`src/oai_pkg.sv`:
```
// ----------------------------------------------------------------------------
// oai_pkg
// shared types and codes for the ordered array insert and search core
// ----------------------------------------------------------------------------
package oai_pkg;

  localparam int VALUE_W = 32;
  localparam int POS_W   = 9;
  localparam int LOC_W   = 8;
  localparam int ENT_W   = 9;

  typedef enum logic [1:0] {
    OP_INSERT = 2'd0,
    OP_SEARCH = 2'd1,
    OP_CLEAR  = 2'd2
  } op_t;

  typedef enum logic [1:0] {
    ST_OK     = 2'd0,
    ST_BEYOND = 2'd1,
    ST_FULL   = 2'd2
  } status_t;

  typedef enum logic [1:0] {
    S_IDLE,
    S_SCAN,
    S_REPORT
  } state_t;

  typedef struct packed {
    logic                      ins;
    logic                      start;
    logic                      step;
    logic [POS_W-1:0]          pos;
    logic signed [VALUE_W-1:0] value;
  } cell_ctl_t;

endpackage

```
`src/oai_cell.sv`:
```
// ----------------------------------------------------------------------------
// oai_cell
// one array slot: holds an entry, shifts up on insert, carries the search token
// ----------------------------------------------------------------------------
module oai_cell #(
  parameter int IDX = 0
) (
  input  logic                               clk,
  input  logic                               rst_n,
  input  oai_pkg::cell_ctl_t                 ctl_i,
  input  logic signed [oai_pkg::VALUE_W-1:0] prev_data_i,
  input  logic                               prev_tok_i,
  output logic signed [oai_pkg::VALUE_W-1:0] data_o,
  output logic                               tok_o,
  output logic                               hit_o
);
  import oai_pkg::*;

  localparam logic [31:0] IDX_U = 32'(IDX);

  logic signed [VALUE_W-1:0] data_r, data_nxt;
  logic                      tok_r, tok_nxt;
  logic                      match_r, match_nxt;
  logic [31:0]               pos_ext;

  assign pos_ext = 32'(ctl_i.pos);

  always_comb begin
    data_nxt = data_r;
    if (ctl_i.ins) begin
      if (IDX_U == pos_ext) begin
        data_nxt = ctl_i.value;
      end else if (IDX_U > pos_ext) begin
        data_nxt = prev_data_i;
      end
    end
  end

  always_comb begin
    tok_nxt   = tok_r;
    match_nxt = match_r;
    if (ctl_i.start) begin
      tok_nxt   = (IDX_U == 32'd0);
      match_nxt = (data_r == ctl_i.value);
    end else if (ctl_i.step) begin
      tok_nxt = prev_tok_i;
    end
  end

  always_ff @(posedge clk) begin
    data_r  <= data_nxt;
    match_r <= match_nxt;
  end

  always_ff @(posedge clk) begin
    if (!rst_n) begin
      tok_r <= 1'b0;
    end else begin
      tok_r <= tok_nxt;
    end
  end

  assign data_o = data_r;
  assign tok_o  = tok_r;
  assign hit_o  = tok_r & match_r;

endmodule

```
`config.mk`:
```
export PLATFORM = sky130hd
export DESIGN_NAME = oai_cell
export DESIGN_NICKNAME = d
export VERILOG_FILES = /design/src/oai_pkg.sv /design/src/oai_cell.sv
export SDC_FILE = /design/constraint.sdc
export NUM_CORES = 1
export LEC_CHECK = 0
export BUFFER_PORTS_ARGS = -buffer_cell sky130_fd_sc_hd__clkbuf_2
export CAP_MARGIN = 40
export CORE_ASPECT_RATIO = 1.1
export CORE_MARGIN = 2
export CORE_UTILIZATION = 39
export DETAILED_ROUTE_END_ITERATION = 12
export GPL_ROUTABILITY_DRIVEN = 1
export PLACE_DENSITY = 0.76
export SETUP_SLACK_MARGIN = 0.1
export SYNTH_ARGS = -nofsm -noshare
export SYNTH_HDL_FRONTEND = slang
export SYNTH_SLANG_ARGS = --single-unit
```
`constraint.sdc`:
```
create_clock -name clk -period 2.8 [get_ports clk]
set_input_delay 0.14 -clock clk [delete_from_list [all_inputs] [get_ports clk]]
set_output_delay 0.14 -clock clk [all_outputs]
set_load 0.03 [all_outputs]
```
==> results_dict.tcl <==
set metrics [dict create \
    drt_iter0_markers 63 \
    cts_root_buf "clkbuf_8" \
    seq_area_frac_synth_pct 52.5 \
    cp-end-kind "register" \
    vias_per_cell 4.73 \
    antennaDiodeCount 0 \
    hold_violations 0 \
    worst_slack_ns 1.10 \
    critPathRequiredTime_ns 2.83 \
    finalClockSkew_ns 0.00914 \
    cts_sinks 34 \
    final_layout_size_suffix_gt1_share_pct 66.0 \
    ant_nets 0 \
    h-tree-depth 2 \
    p_per_area_mw_per_mm2 466 \
    clock.fmax_ghz 0.587 \
    status "complete, no violations" \
    first_pass_iters 4 \
    cts_made_buffers 5 \
    dieArea_sq_mm 0.00551 \
    finalCriticalPeriod_ns 1.70 \
    p_leak_nw 1.31 \
    grt_max_degree 20 \
    nets 319 \
    cts_resized 0 \
    cts.clk_slew.worst_paths_ns 0.07 \
    slowest_stage "nand3_2" \
    syn_inst 121 \
    synth_nets 200 \
    ys_seq_elements 34 \
    grt_pass1_wl_um 6910 \
    power.total_mw 1.25 \
    num_rows 26 \
    cp-start-kind "input port" \
    ys_warn_count 0 \
    start_util_pct 41.1 \
    synthDistinctLibCells 15 \
    setup_violations 0 \
    drv_slew 0 \
    placed_cell_area_sq_mm 0.00255 \
    area_growth_pct 39.7 \
    hpwl_um 3550 \
    min_path_type "input port to register" \
    fin_area_sq_mm 0.00269 \
    antenna_found_initial 0 \
    grt-ovfl-total 0 \
    path_cells "clkbuf_2 > nor4_2 > nand3_2 > buf_4 > mux2_4" \
    num_io_pins 113 \
    maxCapViolations 0 \
    clkLatencyLatePin_ns 0.28 \
    slowest_delay_ns 0.45 \
    placed_cells 289 \
    port_buffers 112 \
    pre_cts_ws_ns 0.762 \
    slew_headroom_pct 66.3 \
    cts_buffer_depth 2 \
    worst_pin_slew_ns 0.505 \
    grt_pass1_vias 1507 \
    fin_crit_sh_pct 60.8 \
    cts_tree "built" \
    gp_congestion 0.765 \
    crit_arrival_ns 1.73 \
    drt_wl_total_um 4350 \
    wire_per_inst_um 14.7 \
    die-width_um 71.0 \
    ir_drop_mv 0.349 \
    cts_setup_buffers 0 \
    syn_area_sq_mm 0.00192 \
    rsz0062_at_grt "no" \
    fp.coreArea_sq_mm 0.00468 \
    grt_use_total_pct 16.3 \
    final.setup.tns_ns 0 \
    cts_hold_buf 0 \
    die_height_um 77.7 \
    setup.worst_path.class "input port to register" \
    path_max_fanout 19 \
    via_count 1405 \
    avgSynthCellArea_sq_um 15.9 \
    drc 0 \
    stdcell_count 297 \
]
[layout make-up]
class,instances,area [sq um]
Fill cell,420,2000
Sequential cell,34,1010
Multi-Input combinational cell,83,878
Timing Repair Buffer,115,583
Clock buffer,6,82.6
Tap cell,56,70.1
Clock inverter,2,60.1
Inverter,1,3.75
[worst max-delay path, delay by kind of cell]
kind,cells,cell delay [ns]
buffers and inverters,2,0.52
and+or+nand+nor,2,0.73
muxes,1,0.33
[power by group]
group	leakage [nW]	internal [mW]	switching (mW)
Clock	0.0714	0.380	0.179
Sequential	0.307	0.559	0.00103
Combinational	0.936	0.0836	0.0491
Total	1.31	1.02	0.230
[through the flow]
step / util, % / hold slack (ns)
after floorplan: - / 0.252
after global placement: 54.4 / 0.352
after detailed placement: 54.4 / 0.356
after CTS: 57.4 / 0.0559
after global routing: 57.4 / 0.0584
final: 57.4 / 0.0639
[registers in the layout, summed over array words and instances, names as in the netlist]
register  count
data_o       32
match_r       1
tok_o         1
[layer usage]
metal / up-vias / wire, um / track usage [%]
li1: 692 / - / -
met1: 653 / 1640 / 18.4
met2: 53 / 2430 / 30.5
met3: 7 / 215 / 3.25
met4: 0 / 57 / 5.09
met5: - / 0 / 0
[layout by cell type, fill, tap and decap left out, types with 2 or more instances in the layout]
cell type  count
edfxtp_1      33
buf_4          3
clkbuf_2     112
clkbuf_8       6
mux2_4        29
nor2_1         2
bufinv_16      2
mux2_2         4
xor2_1        32
nor4_1         8
nand4_1        2
[worst paths after layout]
kind	start	end	slack [ns]	depth (start not counted)
worst max-delay path	ctl_i[38]	data_o[26]$_DFFE_PP_	1.10	5
worst min register to register	tok_o$_SDFFE_PN0P_	tok_o$_SDFFE_PN0P_	0.60	2
worst max register to register	data_o[24]$_DFFE_PP_	match_r$_DFFE_PP_	1.41	4
worst min-delay path	rst_n	tok_o$_SDFFE_PN0P_	0.06	2
[kinds of logic after synthesis]
logic type | count (synthesis) | synth area share, %
AO/OA/AOI/OAI | 1 | 0.390
XOR/XNOR | 32 | 14.6
buffers and inverters | 4 | 1.95
flip-flops | 34 | 52.5
multiplexers | 33 | 25.0
AND/OR/NAND/NOR | 17 | 5.59
[synth_stat cells, drive strengths merged]
| master | n | area, sq um |
|---|---|---|
| nor2 | 3 | 11.3 |
| nor3 | 1 | 5.00 |
| edfxtp | 33 | 991 |
| o21a | 1 | 7.51 |
| nand3 | 1 | 10.0 |
| mux2 | 33 | 480 |
| nand4 | 2 | 12.5 |
| nor4 | 9 | 62.6 |
| buf | 3 | 33.8 |
| dfxtp | 1 | 20.0 |
| xor2 | 32 | 280 |
| and2 | 1 | 6.26 |
| inv | 1 | 3.75 |
Power figures use the tool's default switching activity.
